File: config.mk
export PLATFORM = sky130hd
export DESIGN_NAME = nearest_fit_cell_allocator
export DESIGN_NICKNAME = d
export VERILOG_FILES = /design/src/hdl/nfca_pkg.sv /design/src/hdl/nearest_fit_cell_allocator.sv
export SDC_FILE = /design/constraint.sdc
export NUM_CORES = 1
export LEC_CHECK = 0
export ABC_AREA = 1
export CORE_AREA = 2 2 172 174
export DETAILED_ROUTE_END_ITERATION = 16
export DIE_AREA = 0 0 174 176
export DONT_BUFFER_PORTS = 1
export PLACE_DENSITY = 0.78
export REMOVE_ABC_BUFFERS = 1
export SETUP_SLACK_MARGIN = 0.15
export SYNTH_ARGS = -nofsm -noshare
export SYNTH_HDL_FRONTEND = slang
export SYNTH_SLANG_ARGS = --single-unit
export TNS_END_PERCENT = 30
File: constraint.sdc
create_clock -name clk -period 6.8 [get_ports clk]
set_clock_uncertainty 0.05 [all_clocks]
set_input_delay 0.68 -clock clk [delete_from_list [all_inputs] [get_ports clk]]
set_output_delay 0.68 -clock clk [all_outputs]
set_load 0.05 [all_outputs]
File: src/hdl/nfca_pkg.sv
package nfca_pkg;

  localparam int NFCA_DEPTH   = 256;
  localparam int NFCA_MAX_RUN = 32;

  localparam int INDEX_W  = 8;
  localparam int RUN_W    = 6;
  localparam int STATUS_W = 2;
  localparam int LENGTH_W = 9;

  localparam logic REQ_ALLOC = 1'b0;
  localparam logic REQ_FREE  = 1'b1;

  typedef enum logic [STATUS_W-1:0] {
    ST_DONE      = 2'd0,
    ST_NO_ROOM   = 2'd1,
    ST_FREE_SKIP = 2'd2
  } status_t;

endpackage

File: src/hdl/nearest_fit_cell_allocator.sv
// Nearest-fit run allocator over a map of used cells.
// Input items arrive on the s_ channel: tuser carries the request kind and
// tdata the near or target cell and the run length. Each item yields exactly
// one result item on the m_ channel with the chosen base cell, a status code
// and the high-water length of the region after the request.
// A free request goes from acceptance straight to the result state.
// An allocation reads the map one bit per cycle from the top of the region
// down to cell 0 through the single read port of the map memory, then writes
// the run one cell per cycle through the single write port. A bad run length
// is refused without a read of the map. s_tready is high only while the
// block is idle, so one item is in work at a time.
// The result sits in an output register; while the receiver stalls, the
// block still takes the next item and holds its own result until the
// register is free. Reset empties the region at once: the region length
// acts as a fill count, so no cell at or above it is ever read.
module nearest_fit_cell_allocator
  import nfca_pkg::*;
#(
  parameter int DEPTH   = NFCA_DEPTH,
  parameter int MAX_RUN = NFCA_MAX_RUN
) (
  input  logic        clk,
  input  logic        rst,
  input  logic        s_tvalid,
  output logic        s_tready,
  input  logic [15:0] s_tdata,   // cell_index[7:0], run_length[13:8], zero
  input  logic [0:0]  s_tuser,   // req_type[0]
  output logic        m_tvalid,
  input  logic        m_tready,
  output logic [23:0] m_tdata    // base_index[7:0], status[9:8], used_length[18:10], zero
);

  localparam int IW = $clog2(DEPTH);
  localparam int LW = $clog2(DEPTH + 1);
  localparam int CW = ((LW > INDEX_W) ? LW : INDEX_W) + 1;
  localparam int DW = (IW > INDEX_W) ? IW : INDEX_W;
  localparam logic [CW-1:0] DEPTH_C   = CW'(DEPTH);
  localparam logic [CW-1:0] MAX_RUN_C = CW'(MAX_RUN);

  typedef enum logic [4:0] {
    S_IDLE  = 5'b00001,
    S_SCAN  = 5'b00010,
    S_PLACE = 5'b00100,
    S_MARK  = 5'b01000,
    S_RESP  = 5'b10000
  } state_t;

  state_t              state;
  logic [INDEX_W-1:0]  req_near;
  logic [RUN_W-1:0]    req_len;
  logic [LW-1:0]       rl;
  logic [IW-1:0]       addr;
  logic                issuing;
  logic                pend;
  logic [IW-1:0]       pidx;
  logic                rdata;
  logic [RUN_W-1:0]    zrun;
  logic                tail;
  logic                found;
  logic [IW-1:0]       best;
  logic [DW-1:0]       best_dist;
  logic [IW-1:0]       maddr;
  logic [RUN_W-1:0]    mcnt;
  logic [INDEX_W-1:0]  res_base;
  status_t             res_status;

  logic                mem [DEPTH];
  logic                mem_we;
  logic [IW-1:0]       mem_waddr;
  logic                mem_wbit;

  logic                in_fire;
  logic [INDEX_W-1:0]  in_near;
  logic [RUN_W-1:0]    in_len;
  logic                near_in_region;
  logic                len_bad;
  logic [RUN_W-1:0]    zrun_next;
  logic                tail_next;
  logic                cand;
  logic [DW-1:0]       pidx_w;
  logic [DW-1:0]       near_w;
  logic [DW-1:0]       gap;
  logic [CW-1:0]       base_c;
  logic [CW-1:0]       end_c;
  logic                res_load;

  assign s_tready = (state == S_IDLE);
  assign in_fire  = s_tvalid && s_tready;
  assign in_near  = s_tdata[7:0];
  assign in_len   = s_tdata[13:8];

  assign near_in_region = CW'(in_near) < CW'(rl);
  assign len_bad        = (in_len == '0) || (CW'(in_len) > MAX_RUN_C);

  // Zero-run tracking while the map is read from the top down.
  assign zrun_next = rdata ? '0 : ((zrun == req_len) ? zrun : zrun + 1'b1);
  assign tail_next = tail && !rdata;
  assign cand      = !rdata && (tail_next || (zrun_next == req_len));
  assign pidx_w    = DW'(pidx);
  assign near_w    = DW'(req_near);
  assign gap       = (pidx_w > near_w) ? pidx_w - near_w : near_w - pidx_w;

  assign base_c = found ? CW'(best) : CW'(rl);
  assign end_c  = base_c + CW'(req_len);

  assign res_load = (state == S_RESP) && (!m_tvalid || m_tready);

  always_comb begin
    mem_we    = 1'b0;
    mem_waddr = maddr;
    mem_wbit  = 1'b1;
    if (state == S_MARK) begin
      mem_we = 1'b1;
    end else if (in_fire && (s_tuser[0] == REQ_FREE) && near_in_region) begin
      mem_we    = 1'b1;
      mem_waddr = IW'(in_near);
      mem_wbit  = 1'b0;
    end
  end

  always_ff @(posedge clk) begin
    if (mem_we) begin
      mem[mem_waddr] <= mem_wbit;
    end
    rdata <= mem[addr];
  end

  always_ff @(posedge clk) begin
    if (rst) begin
      state    <= S_IDLE;
      rl       <= '0;
      issuing  <= 1'b0;
      pend     <= 1'b0;
      found    <= 1'b0;
      m_tvalid <= 1'b0;
    end else begin
      if (res_load) begin
        m_tvalid <= 1'b1;
      end else if (m_tready) begin
        m_tvalid <= 1'b0;
      end
      unique case (state)
        S_IDLE: begin
          if (in_fire) begin
            req_near <= in_near;
            req_len  <= in_len;
            res_base <= '0;
            found    <= 1'b0;
            if (s_tuser[0] == REQ_FREE) begin
              res_status <= near_in_region ? ST_DONE : ST_FREE_SKIP;
              state      <= S_RESP;
            end else if (len_bad) begin
              res_status <= ST_NO_ROOM;
              state      <= S_RESP;
            end else if (rl == '0) begin
              state <= S_PLACE;
            end else begin
              addr    <= IW'(rl - 1'b1);
              issuing <= 1'b1;
              pend    <= 1'b0;
              zrun    <= '0;
              tail    <= 1'b1;
              state   <= S_SCAN;
            end
          end
        end
        S_SCAN: begin
          pend <= issuing;
          if (issuing) begin
            pidx <= addr;
            if (addr == '0) begin
              issuing <= 1'b0;
            end else begin
              addr <= addr - 1'b1;
            end
          end
          if (pend) begin
            zrun <= zrun_next;
            tail <= tail_next;
            if (cand && (!found || (gap <= best_dist))) begin
              found     <= 1'b1;
              best      <= pidx;
              best_dist <= gap;
            end
          end
          if (!issuing && !pend) begin
            state <= S_PLACE;
          end
        end
        S_PLACE: begin
          if (end_c > DEPTH_C) begin
            res_status <= ST_NO_ROOM;
            res_base   <= '0;
            state      <= S_RESP;
          end else begin
            res_status <= ST_DONE;
            res_base   <= INDEX_W'(base_c);
            maddr      <= IW'(base_c);
            mcnt       <= req_len;
            if (end_c > CW'(rl)) begin
              rl <= LW'(end_c);
            end
            state <= S_MARK;
          end
        end
        S_MARK: begin
          maddr <= maddr + 1'b1;
          mcnt  <= mcnt - 1'b1;
          if (mcnt == RUN_W'(1)) begin
            state <= S_RESP;
          end
        end
        S_RESP: begin
          if (res_load) begin
            m_tdata <= {5'b0, LENGTH_W'(rl), res_status, res_base};
            state   <= S_IDLE;
          end
        end
        default: begin
          state <= S_IDLE;
        end
      endcase
    end
  end

endmodule

# Word-level counts from Yosys, hierarchy flattened
# Memories as Yosys holds them, arrays and structs flattened. A register that Yosys moved wholly into a read port is not among the register bits.
# Cells that the tools add are included.
# W data, S select, Z words.
[classes]
n_addsub = 8
order_cmp = 6
n_eq_ne = 21
n_mux = 67
bitwise = 2
n_reduce_logical = 37
[op_table]
columns = ["op", "n"]
rows = [
  ["$mux W8", 12],
  ["$mux W6", 8],
  ["$pmux W8 S2", 3],
  ["$mux W5", 7],
  ["$pmux W5 S5", 1],
  ["$pmux W6 S2", 2],
  ["$mux W1", 23],
  ["$ne A2 B2 Y1 const B", 10],
  ["$reduce_and A3 Y1", 6],
  ["$reduce_and A4 Y1", 4],
  ["$sub A8 B1 Y8 const B", 2],
  ["$sub A8 B8 Y8", 2],
  ["$eq A6 B6 Y1", 2],
  ["$add A9 B6 Y10", 1],
  ["$gt A10 B9 Y1", 1],
  ["$gt A10 B9 Y1 const B", 1],
  ["$logic_not A9 Y1", 1],
  ["$lt A8 B9 Y1", 1],
  ["$mux W9", 1],
  ["$add A8 B1 Y8 const B", 1],
  ["$gt A8 B8 Y1", 1],
  ["$le A8 B8 Y1", 1],
  ["$logic_and A1 B1 Y1", 8],
  ["$logic_not A8 Y1", 1],
  ["other kinds (23)", 41],
]
[totals]
regBits = 114
ram_bits = 256
in_bits = 21
wordCells = 161
n_memories = 1
[memory_table]
columns = ["name", "words", "word_bits", "rd", "rd_clocked_by_memory_dff", "write_ports", "line_no", "source"]
rows = [
  ["mem", 256, 1, 1, 1, 1, "nearest_fit_cell_allocator.sv:67", "logic mem [DEPTH];"],
]

# Depth between registers and ports, before layout
# Gate-level depths: netlist of run 1.
[depth]
depth_word = 10
depth_mapped = 26
depth_no_buf = 25

# Least setup slack after synthesis of run 1
# No wires, ideal clock.
[synth_path]
path_kind = "input to register"
startpoint = "input s_tdata[6]"
endpoint = "memory mem[0], data pin"
setup_ns = 0.774
arrival_ns = 4.445
path_slack_ns = 1.532
path_stages = 6
n_path_buf = 1
cell_sequence = "ha_1 a21oi_1 o2111ai_1 nor2_8 buf_6 inv_1"
[synth_between]
elab_chain_len = 4
[synth_rtl]
columns = ["element", "line_no", "source"]
rows = [
  ["from (decl)", "nearest_fit_cell_allocator.sv:26", "input logic [15:0] s_tdata,"],
  ["$lt A8 B9 Y1", "nearest_fit_cell_allocator.sv:92", "assign near_in_region = CW'(in_near) < CW'(rl);"],
  ["$logic_and A1 B1 Y1", "nearest_fit_cell_allocator.sv:114", "end else if (in_fire && (s_tuser[0] == REQ_FREE) && near_in_region) begin"],
  ["$mux W1", "nearest_fit_cell_allocator.sv:114", ""],
  ["$mux W1", "nearest_fit_cell_allocator.sv:112", "if (state == S_MARK) begin"],
  ["via mem_wbit", "nearest_fit_cell_allocator.sv:70", "logic mem_wbit;"],
  ["to (decl)", "nearest_fit_cell_allocator.sv:67", ""],
]
# The timed path passes the listed nets, and every way through them passes these cells.

# Worst setup path in the final report of run 1
[layout_path]
startpoint = "register found"
endpoint = "register rl[3]"
[layout_between]
elab_chain_len = 5
word_cells_on_any_way = 6
[layout_rtl]
columns = ["element", "line_no", "source"]
rows = [
  ["from (decl)", "nearest_fit_cell_allocator.sv:59", "logic found;"],
  ["from (signal assigned)", "nearest_fit_cell_allocator.sv:134", "found <= 1'b0;"],
  ["from (signal assigned)", "nearest_fit_cell_allocator.sv:148", "found <= 1'b0;"],
  ["from (signal assigned)", "nearest_fit_cell_allocator.sv:181", "found <= 1'b1;"],
  ["$mux W9 (*)", "nearest_fit_cell_allocator.sv:103", "assign base_c = found ? CW'(best) : CW'(rl);"],
  ["via base_c[4]", "nearest_fit_cell_allocator.sv:83", "logic [CW-1:0] base_c;"],
  ["$add A9 B6 Y10 (*)", "nearest_fit_cell_allocator.sv:104", "assign end_c = base_c + CW'(req_len);"],
  ["via end_c[5]", "nearest_fit_cell_allocator.sv:84", "logic [CW-1:0] end_c;"],
  ["$gt A10 B9 Y1", "nearest_fit_cell_allocator.sv:191", "if (end_c > DEPTH_C) begin"],
  ["$not A1 Y1 (no source line)", "--", ""],
  ["$reduce_and A3 Y1 (no source line) (*)", "--", ""],
  ["to (signal assigned)", "nearest_fit_cell_allocator.sv:201", "rl <= LW'(end_c);"],
  ["to (decl)", "nearest_fit_cell_allocator.sv:51", "logic [LW-1:0] rl;"],
]
# Mark *: on every way through the listed nets, which the timed path passes. The rest lies on a longest branch.
# A chain may end at the register's enable or synchronous reset.

==> results summary, run 1 <==
In the final routing, the length of wire on met1 measures 16220 um. The total track usage is 28.51%. The biggest area contributor in the post-synthesis netlist is edfxtp_1.

The top cell types in the final layout, fill and taps aside, are nor2_1, edfxtp_1, nand2_1. The wire length per cell after detailed routing came out at approximately 19 um. Across the run, the number of max-cap violations was 0. The achievable frequency came out at 223.9 MHz. The number of distinct library cells after synthesis is 48.

The number of antenna diodes in the final layout is 0. The area of all placed cells without fillers is 0.01957 mm^2. The met3 layer wire length in the routed design came out at 3813 um. Setup violations remaining at the end of the flow were counted as 0.

The setup TNS is 0 ns. The data arrival time at the worst-slack endpoint is 4.88 ns. The root buffer cell chosen for the clock tree is clkbuf_16. After detailed routing, the met2 layer carries 21080 um of wire. The post-route netlist has 7.268% of its cells at a drive strength greater than 1. The fraction of the yosys area taken by sequential cells came out at 60.39%. The total standard cell area after synthesis is 0.01813 mm^2.

The hold buffer count at CTS came out at 0. The worst max-slew margin expressed relative to the limit is 16.01%. The count of buffers added on input and output ports is 0. The estimated wirelength of the detail-placed design came out at 26510 um. The leakage dissipation is 7.086 nW. The area enclosed by the die boundary is between 0.03 and 0.04 mm^2. By area the synthesized netlist is led by edfxtp_1, nor2_1, nand2_1. The placer's final routability congestion estimate came out at 0.9325. The share of synthesized area in the top cell type comes to about three fifths. In this run the power density over the cells is 266.1 mW/mm^2. The total iterations of the first detailed-routing run came out at 5. The count of unresolved DRC violations after routing is 0. The worst vdd rail ir drop is between 0.2 and 0.3 mV. The pin count of the biggest net entering global routing came out at roughly 180. The number of max-slew violations in the final report is 0.

The instance count of the mapped netlist came out at 1839. After clock tree synthesis, the clock-pin slew on the worst setup and hold paths is 0.06 ns. The die is between 150 and 200 um wide. The area added between synthesis and finish came out at 7.908%. The core utilization of the finished layout came out at 68.54%. The number of gates resized after cts came out at 0. The slew at the pin closest to its max-slew limit is 1.255 ns. The hold violation total from the final report came out at 0. Setup repair after global routing left no endpoint under its margin. The filler cell count is 2247. The buffer count from post-CTS setup fixing is 0. The total placed cells including tap cells is 2142. The number of synthesized register bits is approximately 370.

The initial antenna violation count came to 0. The overall die height is roughly 180 um. Once detail routing completed, the nets flagged for antenna violations numbered 0.

STA classifies the critical path endpoint as a flip-flop. The worst setup path is launched from a flip-flop. The minimum clock period after layout is 4.467 ns. In this run the worst path has a maximum fanout of 18. The warning count from the yosys run came out at 0. The proportion of synthesized flip-flops having asynchronous set or reset is 0%. The final instance count without filler cells came out at 2214.

The share of the cycle needed by the critical path after routing is 65.69%. The number of top-level pins is 47. The number of placement rows came out at 62.

The layout net count is ~1900. The global-route wire length before repair is around 68000 um. The H-tree was split into 2 levels. Counting the buffers created by CTS gives 39. The number of global-route vias before repair was about 13000. STA puts the critical path data required time at 7.21 ns. The total global routing overflow is 0. The first routing iteration left 1430 violations. The class of the most critical setup path is flip-flop to flip-flop. The via-per-instance ratio came out at 6.065. The clock latency on the worst-skew pair is 0.55 ns. The total core area came out at 0.02855 mm^2. Among all flip-flop cells after synthesis, the most frequent one is edfxtp_1. The commonest non-fill, non-tap cell in the layout is nor2_1. The flow ran to the end, and the final reports show no timing, DRC or antenna violations.

The average instance area after synthesis is 9.860 um^2. The top routing layer in use is met4. The maximum root-to-sink buffer count is 3. The overall via count from detail_route is about 13000.

In this run the worst hold path is classified as primary input to flip-flop. TritonCTS built the clock tree. Summing all placed instances gives a cell area of ~0.018 mm^2.

The initial cell density of the core came out at a little under two thirds. The clock sink total is about 370. The synthesized design contains 352 enable-type register cells. The final wirelength came out at 42980 um.
[stage by stage]
stage	power (mW)	hold WS (ns)	worst slack, ns
3_5_place_dp	3.134	0.3572	2.450
5_1_grt	5.380	0.1511	1.883
4_1_cts	5.220	0.1505	2.427
6_report	5.206	0.1549	2.333
2_1_floorplan	3.004	0.3503	0.7908
3_3_place_gp	3.120	0.3558	2.472
[flip-flops by register name, indices dropped and copies added, names as in the netlist, 2 cells and up]
signal,flops
zrun,6
state,5
best_dist,8
rl,9
res_status,2
maddr,8
res_base,8
near_w,8
req_len,6
mcnt,6
addr,8
m_tdata,19
pidx,8
best,8
mem,256
[worst paths after layout]
| path | end | depth (start not counted) | slack [ns] | from |
|---|---|---|---|---|
| setup / recovery | rl[3] | 22 | 2.33 | found |
| hold / removal | issuing | 1 | 0.15 | rst |
| setup reg to reg | rl[3] | 22 | 2.33 | found |
| hold reg to reg | m_tdata[6] | 0 | 0.37 | res_base[6] |
[final cells by class]
class / instances / area [um^2] / area share [%]
Timing Repair Buffer: 13 / 97.59 / 0.4988
Tap cell: 384 / 480.5 / 2.456
Multi-Input combinational cell: 1230 / 6232 / 31.85
Inverter: 144 / 546.8 / 2.794
Clock buffer: 49 / 1023 / 5.231
Sequential cell: 371 / 10950 / 55.97
Clock inverter: 23 / 235.2 / 1.202
[kinds of logic after synthesis]
group                      after synthesis  synth area share [%]
and+or+nand+nor                        838                 19.32
AOI/OAI and AO/OA                      307                 9.778
buffers and inverters                  242                 5.375
DFF                                    371                 60.39
adders and majority gates               53                 3.781
muxes                                    2                0.1242
xor gates and xnor gates                25                 1.208
other                                    1               0.02068
[synthesized netlist by cell type (23+ instances only)]
| master | instances |
|---|---|
| clkbuf_1 | 59 |
| a21oi_1 | 61 |
| edfxtp_1 | 352 |
| o22ai_1 | 23 |
| nor2_1 | 445 |
| inv_1 | 136 |
| nand2_2 | 27 |
| nand2_1 | 226 |
| o21ai_0 | 162 |
| buf_2 | 32 |
| o221ai_1 | 26 |
| nand3_1 | 77 |
| ha_1 | 50 |
[worst max-delay path, stage by stage, from the launching register on]
cell,delay [ns]
dfxtp_1,0.58
inv_1,0.19
or2_2,0.32
o21ai_0,0.25
inv_1,0.10
ha_1,0.34
a21oi_1,0.21
o21a_1,0.18
nand2_1,0.05
nand2_1,0.05
nand2_1,0.09
ha_1,0.31
nand2_1,0.07
nor2_1,0.12
o21ai_0,0.10
inv_1,0.06
nor2_1,0.04
o21ai_0,0.14
a21oi_1,0.08
nor2_1,0.09
nand4_1,0.57
nand2_1,0.21
nor3b_1,0.19
[routing by layer]
| metal | GRT usage, % | vias up |
|---|---|---|
| met4 | 12.61 | 0 |
| met1 | 36.15 | 6422 |
| met5 | 0 | - |
| met3 | 4.500 | 148 |
| met2 | 48.94 | 641 |
| li1 | - | 6217 |
[power breakdown]
group          leakage [nW]  total [mW]  switching [mW]  internal, mW
logic                  3.00       0.503           0.352         0.151
registers              3.47        2.59          0.0425          2.55
clock network         0.616        2.11           0.882          1.23
Power figures use the tool's default switching activity.
==> inputs of run 2 (changes only) <==
--- a/config.mk
+++ b/config.mk
@@ -5,12 +5,12 @@
 export SDC_FILE = /design/constraint.sdc
 export NUM_CORES = 1
 export LEC_CHECK = 0
-export ABC_AREA = 1
-export CORE_AREA = 2 2 172 174
+export ABC_AREA = 0
+export CORE_AREA = 2 2 180 182
 export DETAILED_ROUTE_END_ITERATION = 16
-export DIE_AREA = 0 0 174 176
+export DIE_AREA = 0 0 182 184
 export DONT_BUFFER_PORTS = 1
-export PLACE_DENSITY = 0.78
+export PLACE_DENSITY = 0.74
 export REMOVE_ABC_BUFFERS = 1
 export SETUP_SLACK_MARGIN = 0.15
 export SYNTH_ARGS = -nofsm -noshare
==> constraint.sdc (replaced) <==
create_clock -name clk -period 3.62 [get_ports clk]
set_clock_uncertainty 0.05 [all_clocks]
set_input_delay 0.362 -clock clk [delete_from_list [all_inputs] [get_ports clk]]
set_output_delay 0.362 -clock clk [all_outputs]
set_load 0.05 [all_outputs]
==> results summary, run 2 <==
The flow ran to the end, but the final reports show violations. The checks that failed: setup timing. The worst max-slew margin expressed relative to the limit is 25.69%. The number of max-slew violations in the final report is 0. The cell sitting at the root of the clock tree is a clkbuf_16. The met1 track demand over resource came out at roughly a third. Fill cells in the final layout number 2133. The worst hold slack after final layout is 0.04896 ns. In the layout the commonest cells are edfxtp_1, nor2_1, buf_4.

Summing all placed instances gives a cell area of approximately 0.019 mm^2. The data arrival time at the worst-slack endpoint came out at 4.04 ns. The initial cell density of the core is 57.24%.

The portion of synthesized cell area occupied by the leading cell type is 58.83%. For this run, design rule violations remaining after detail routing come to 0. The maximum root-to-sink buffer count is 3. Ranked by flip-flop count, first place goes to mem.

In this run the critical register-to-register path is launched from pidx[0]. The wire length per cell after detailed routing came out at roughly 22 um. The max-cap check violation count came out at 0. In this run, distinct cell masters in the synthesized netlist total 68. The share of the cycle needed by the critical path after routing is 106.4%.

In this run the count of I/O pins placed on the die edge is 47. Detailed placement ended at an HPWL of 26860 um. The total track usage is 26.15%. The area enclosed by the die boundary is 0.03349 mm^2. The area added between synthesis and finish is 17.43%. Setup repair after global routing could not meet its margin everywhere.

The total placed cells including tap cells came out at 1848. The final wirelength is about 44000 um. The kind of path behind the tightest hold check is primary input to flip-flop. The clock tree from TritonCTS is built. The slew at the pin closest to its max-slew limit is 1.115 ns. In the post-route analysis, the smallest setup slack over all paths is -0.2318 ns. The initial antenna violation count is 0.

The depth of the CTS H-tree is 2. The pin count of the biggest net entering global routing came out at 257. The synthesized design spends more area on one cell type than any other, namely edfxtp_1. Once layout is complete, the utilization of the core stands at approximately two thirds.

For this run, the leading register cell type out of synthesis is edfxtp_1. The total iterations of the first detailed-routing run came out at 5. Global routing used 3.407% of the available met3 tracks.

The average instance area after synthesis came out at 12.83 um^2. The worst setup path is captured at a flip-flop. The library cell used most frequently in the layout, excluding fill and tap cells, is edfxtp_1. The setup TNS is -5.203 ns. The instance count of the mapped netlist came out at between 1000 and 1500. Across all layers, the routed design uses 12000 vias. The number of setup violations in the final report came out at 26. Sorting the synthesized cells by area gives the leading types as edfxtp_1, mux4_2, nor2_1.

The multi-input combinational cell area came out at around 0.0068 mm^2. The starting DRC count in detailed routing came out at 1469. The overall die height is about 180 um. The start point of the critical path is pidx[0]. The class of the most critical setup path is flip-flop to flip-flop.

The number of flip-flops under the largest register name came out at 256. The hold violation total from the final report is 0. The worst register-to-register path ends at best_dist[7].

The total global routing overflow came out at 0. At the worst endpoint, the required time is around 3.8 ns. The largest individual stage delay along the critical path comes from the cell edfxtp_1. The global-route wire length before repair is around 66000 um. Summing all flip-flop and latch instances after layout gives about 0.011 mm^2. The total core area came out at 0.03139 mm^2.

Power comes to 9.505 mW. For this design the ratio of total power to cell area is 450.5 mW/mm^2. The fraction of the yosys area taken by sequential cells is 60.94%. By count the netlist is led by edfxtp_1, nor2_1, mux4_2, nand2_1, inv_1. The area of all placed cells without fillers is 0.02110 mm^2. The number of diodes is 0. In the synthesized netlist the async set-or-reset flop fraction comes to 0%. The placer's final routability congestion estimate came out at 0.9184.

The warning count from the yosys run came out at 0. The worst vdd rail ir drop is about 0.43 mV. Following the worst setup path forward leads to its endpoint at best_dist[7]. The total standard cell area after synthesis is 0.01797 mm^2. The number of enable-type register cells in the synthesized netlist is 352. The smallest clock period supported by the final layout is computed as 3.852 ns. In the routed layout, each cell is associated on average with a via count of 6.141. For this run, the post-layout net count is 1598. The die boundary width came out at 182 um. The clock transition time at the flip-flop clock pins of the worst setup and hold paths came out at 0.07 ns. The achievable frequency is 259.6 MHz. The largest registers in the layout are mem: 256 flops, m_tdata: 19 flops, rl: 9 flops. The largest incremental delay on the critical path came out at roughly 0.37 ns. The worst register-to-register path has a setup slack of -0.23 ns.

Cells with a size suffix above 1 make up 23.97% of the layout. The pre-CTS setup slack is -0.5788 ns. The cell count of the worst reg-to-reg path came out at 20.

The port buffer count came out at 0. Synthesis inferred 371 register bits. By instance count, the leading cell after synthesis is edfxtp_1. The number of routed nets with antenna violations came out at 0. The critical path goes through inv_1 -> ha_2 -> fa_2 -> nor2b_2 -> o21ai_2 -> a21oi_2 -> o31ai_4 -> buf_4 -> a311oi_2 -> a21oi_1 -> a21oi_1 -> xnor2_1 -> ha_1 -> a21o_1 -> a21o_1 -> a21oi_2 -> o21ai_1 -> o211ai_1 -> and3_4 -> buf_6. For the worst-skew pair, the clock arrives at the later sink with an insertion delay of 0.54 ns. The number of global-route vias before repair came to 11750. The global-route met2 utilization is between 40% and 50%. In this run the most used layer during global routing was met2.

The number of placement rows is 65. The clock buffer count from CTS is 39. The startpoint type of the worst setup path is a flip-flop. The clock sink total is 371.

The highest net fanout along the worst path came out at 6. In this run the static leakage power is 7.133 nW. The final instance count without filler cells came out at slightly below 2000.
==> run 2: changes by cell type in the layout (fill, tap and decap cells not counted), moves of 20 or more <==
cell / delta
nand2_1: -164
o21ai_0: -135
nor2_1: -132
buf_4: +112
inv_1: -81
mux4_2: +64
nand3_1: -63
mux2i_1: +27
a22oi_1: +24
o221ai_1: -24
a21oi_1: -21
o22ai_1: -20
==> run 2: timing repair <==
| item | 4_1_cts | 5_1_grt |
|---|---|---|
| endpoints found under the setup margin | 45 | 297 |
| pin swaps | 19 | 23 |
| gates cloned | 1 | 1 |
| setup buffers | 4 | 16 |
| resized for setup | 42 | 55 |
| hold buffers | 15 | 0 |
| hold endpoints to repair | 31 | 0 |
==> run 2: power by group <==
group / internal (mW) / switching, mW / total, mW
registers: 4.80 / 0.0750 / 4.88
clock network: 2.12 / 1.62 / 3.75
logic: 0.360 / 0.521 / 0.881
==> run 2: area by class of cell <==
type,instances,share of cell area [%]
sequential,371,51.92
multi-input combinational,895,32.41
timing repair buffer,159,6.671
clock buffer,44,4.714
tap,402,2.384
inverter,58,1.032
clock inverter,25,0.8717
==> run 2: worst max-delay path, delay by kind of cell (launching register included) <==
kind / cells / cell delay (ns)
AO/OA/AOI/OAI: 11 / 1.38
adder cells (fa/ha/maj): 3 / 0.82
AND/OR/NAND/NOR: 2 / 0.39
flip-flops: 1 / 0.37
buffers and inverters: 3 / 0.35
XOR/XNOR: 1 / 0.17
==> run 2: kinds of logic (layout without fill, tap and decap cells) <==
logic type / count (synthesis) / in the layout / share of synthesized area, %
AOI/OAI and AO/OA: 176 / 176 / 6.546
other: 1 / 5 / 0.02087
and+or+nand+nor: 512 / 512 / 12.41
adders and majority gates: 53 / 53 / 3.816
xor gates and xnor gates: 40 / 40 / 1.950
DFF: 371 / 371 / 60.94
muxes: 109 / 109 / 11.06
buffers and inverters: 138 / 286 / 3.252
==> run 2: how the worst min path moves through the flow <==
stage / start / to / slack, ns / depth (start not counted)
final: m_tready / m_tvalid / 0.05 / 2
after global routing: m_tready / m_tvalid / 0.06 / 2
after CTS: m_tready / m_tvalid / 0.04 / 2
after detailed placement: res_base[2] / m_tdata[2] / 0.36 / 0
after global placement: res_base[1] / m_tdata[1] / 0.35 / 0
after floorplan: res_base[0] / m_tdata[0] / 0.35 / 0
==> run 2: routing by layer <==
layer  part of all wire (%)  vias up
met5                      0        -
met4                    2.7        0
met3                    7.7      106
met2                     50      529
met1                     40     5997
li1                       -     5367
==> inputs of run 3 (changes only) <==
--- a/config.mk
+++ b/config.mk
@@ -11,7 +11,6 @@
 export DIE_AREA = 0 0 182 184
 export DONT_BUFFER_PORTS = 1
 export PLACE_DENSITY = 0.74
-export REMOVE_ABC_BUFFERS = 1
 export SETUP_SLACK_MARGIN = 0.15
 export SYNTH_ARGS = -nofsm -noshare
 export SYNTH_HDL_FRONTEND = slang
==> results summary, run 3 (synthesis results as in run 2) <==
In this run the power density over the cells is 469.8 mW/mm^2. The number of global-route vias before repair is 12150. In this run the worst hold path is classified as primary input to flip-flop. The leakage dissipation came out at slightly above 7 nW. The total iterations of the first detailed-routing run came out at 6. The clock transition time at the flip-flop clock pins of the worst setup and hold paths came out at 0.06 ns. Setup slack on the critical path of the routed design comes to -0.2311 ns.

The instance area at placement is 0.01913 mm^2. Measured in cells, the most critical reg-to-reg path has a length of 20. The setup slack on the worst flop-to-flop path came out at -0.23 ns. The slew at the pin closest to its max-slew limit came out at 0.9720 ns. The final instance count without filler cells is 1951.

The largest registers in the layout are mem: 256 flops, m_tdata: 19 flops, rl: 9 flops. Overall power consumption after layout is estimated at 9.982 mW. The type of element capturing the critical path is a flip-flop. The fraction of layout cells with a size suffix above 1 came out at 23.76%.

In the layout the commonest cells are edfxtp_1, nor2_1, buf_4. The depth of the CTS H-tree is 2. The critical path is of the flip-flop to flip-flop type. The total placed cells including tap cells is 1846. Leaving out fill and tap cells, the most frequent cell in the layout is edfxtp_1. Setup repair after global routing could not meet its margin everywhere.

The flow ran to the end, but the final reports show violations. Max-cap violations in this run came to 0. Derived from the worst setup path, the maximum achievable clock frequency is 259.7 MHz. TritonCTS built the clock tree.

The layout net count came out at 1593. The number of routed nets with antenna violations came out at 0. The total core area is 0.03139 mm^2. Across the whole layout, storage elements account for 0.01095 mm^2. The top register by number of flip-flops is mem.

The number of placement rows is 65. The overall die height is ~180 um. The estimated wirelength of the detail-placed design came out at 27170 um. STA puts the critical path data arrival time at 4.04 ns.

The startpoint type of the worst setup path is a flip-flop. Tracing the worst setup path back leads to its startpoint at pidx[0]. The number of flip-flops under the largest register name is about 260.

Port buffering added 0 buffers. The area added between synthesis and finish is 18.25%. The filler cell count came out at between 2000 and 2500. The initial antenna violation count is 0.

The number of diodes is 0. TritonCTS created 38 clock buffers. The highest net fanout along the worst path is 8.

Dividing the detail-routed wire length by the instance count gives 23.53 um. Entering global routing, the biggest net connects about 260 pins. The via-per-instance ratio came out at 6.226. The final reports fail on setup timing. The worst max-slew margin expressed relative to the limit came out at a little over a third. The number of max-slew violations in the final report is 0. The capturing element of the worst setup path is best[5]. The endpoint identified for the worst register-to-register timing path is best[5]. The final wirelength is 45910 um.

The multi-input combinational cell area is about 0.007 mm^2. At the end of routability-driven placement, the weighted congestion stood at 0.9118. For the finished layout, the period the worst path requires is 3.851 ns. The detailed router finished its first iteration with 1227 violations.

The area of all placed cells without fillers is 0.02125 mm^2. The longest clock path from root to sink contains 3 buffers. The number of setup violations in the final report came out at 26.

The initial cell density of the core is 57.24%. The total global routing overflow came out at 0. The hold violation total from the final report is 0. For this run, design rule violations remaining after detail routing come to 0. The first global-routing pass estimated approximately 68000 um of wire.

The clock sink total is ~370. The data required time of the critical path is ~3.8 ns. The die boundary width came out at 182 um. Pin placement for this block handled 47 I/O pins.

The later pin in the worst-skew pair is clocked with a latency of 0.53 ns. The total track usage is 27.11%. In this run the critical register-to-register path is launched from pidx[0]. The share of the cycle needed by the critical path after routing is 106.4%. The overall via count from detail_route came out at 12150. The die covers 0.03349 mm^2. In this run the clock root is driven by a clkbuf_16. VDD sags by at most approximately 0.34 mV.
==> run 3: cell type report <==
| class | count | share of cell area (%) |
|---|---|---|
| Clock inverter | 21 | 1.431 |
| Clock buffer | 49 | 4.870 |
| Sequential cell | 371 | 51.55 |
| Timing Repair Buffer | 155 | 6.295 |
| Inverter | 58 | 1.036 |
| Tap cell | 402 | 2.367 |
| Multi-Input combinational cell | 895 | 32.45 |
==> run 3: critical path: stages (launching register included) <==
cell and delay, ns:
edfxtp_1 0.39, inv_1 0.08, ha_2 0.20, fa_2 0.21
nor2b_1 0.05, o21ai_1 0.22, a21oi_2 0.11, o31ai_4 0.31
buf_6 0.16, nand2_1 0.07, o21ai_2 0.08, a21oi_2 0.09
xnor2_2 0.15, ha_1 0.33, a21o_1 0.19, a21o_1 0.17
a21oi_1 0.10, o21ai_1 0.07, o211ai_1 0.09, and3_4 0.27
clkbuf_16 0.18
==> run 3: metal layers <==
| layer | vias up | GRT usage (%) | wire (um) |
|---|---|---|---|
| met2 | 653 | 45.54 | 22600 |
| met4 | 0 | 13.42 | 2340 |
| met1 | 5990 | 34.27 | 16910 |
| li1 | 5347 | - | - |
| met5 | - | 0 | 0 |
| met3 | 157 | 4.814 | 4060 |
==> run 3: per-stage QoR <==
stage                     setup slack [ns]  hold WS [ns]  util [%]  setup TNS [ns]
after floorplan                    -0.8041        0.3503         -          -24.03
after global placement             -0.2603        0.3522     60.93          -4.349
after detailed placement           -0.3395        0.3561     60.93          -6.573
after CTS                          -0.2190       0.04731     65.87          -4.011
after global routing               -0.4466       0.07094     67.68          -8.925
final                              -0.2311       0.05558     67.68          -4.511
==> run 3: worst min-delay path by stage <==
stage                 end  depth (start not counted)  slack (ns)         from
6_report         m_tvalid                          2        0.06     m_tready
4_1_cts          m_tvalid                          2        0.05     m_tready
2_1_floorplan  m_tdata[0]                          0        0.35  res_base[0]
3_3_place_gp   m_tdata[0]                          0        0.35  res_base[0]
3_5_place_dp   m_tdata[2]                          0        0.36  res_base[2]
5_1_grt             found                          2        0.07     s_tvalid
==> run 3: what timing repair did <==
item	4_1_cts	5_1_grt
gates resized for setup	12	86
endpoints found under the setup margin	41	111
hold buffers	15	0
hold endpoints to repair	31	0
buffers inserted	2	15
pin swaps	4	39
gates cloned	0	3
==> run 3: where the power goes <==
group / internal, mW / switching, mW
combinational: 0.372 / 0.538
sequential: 4.80 / 0.0777
clock: 2.54 / 1.66
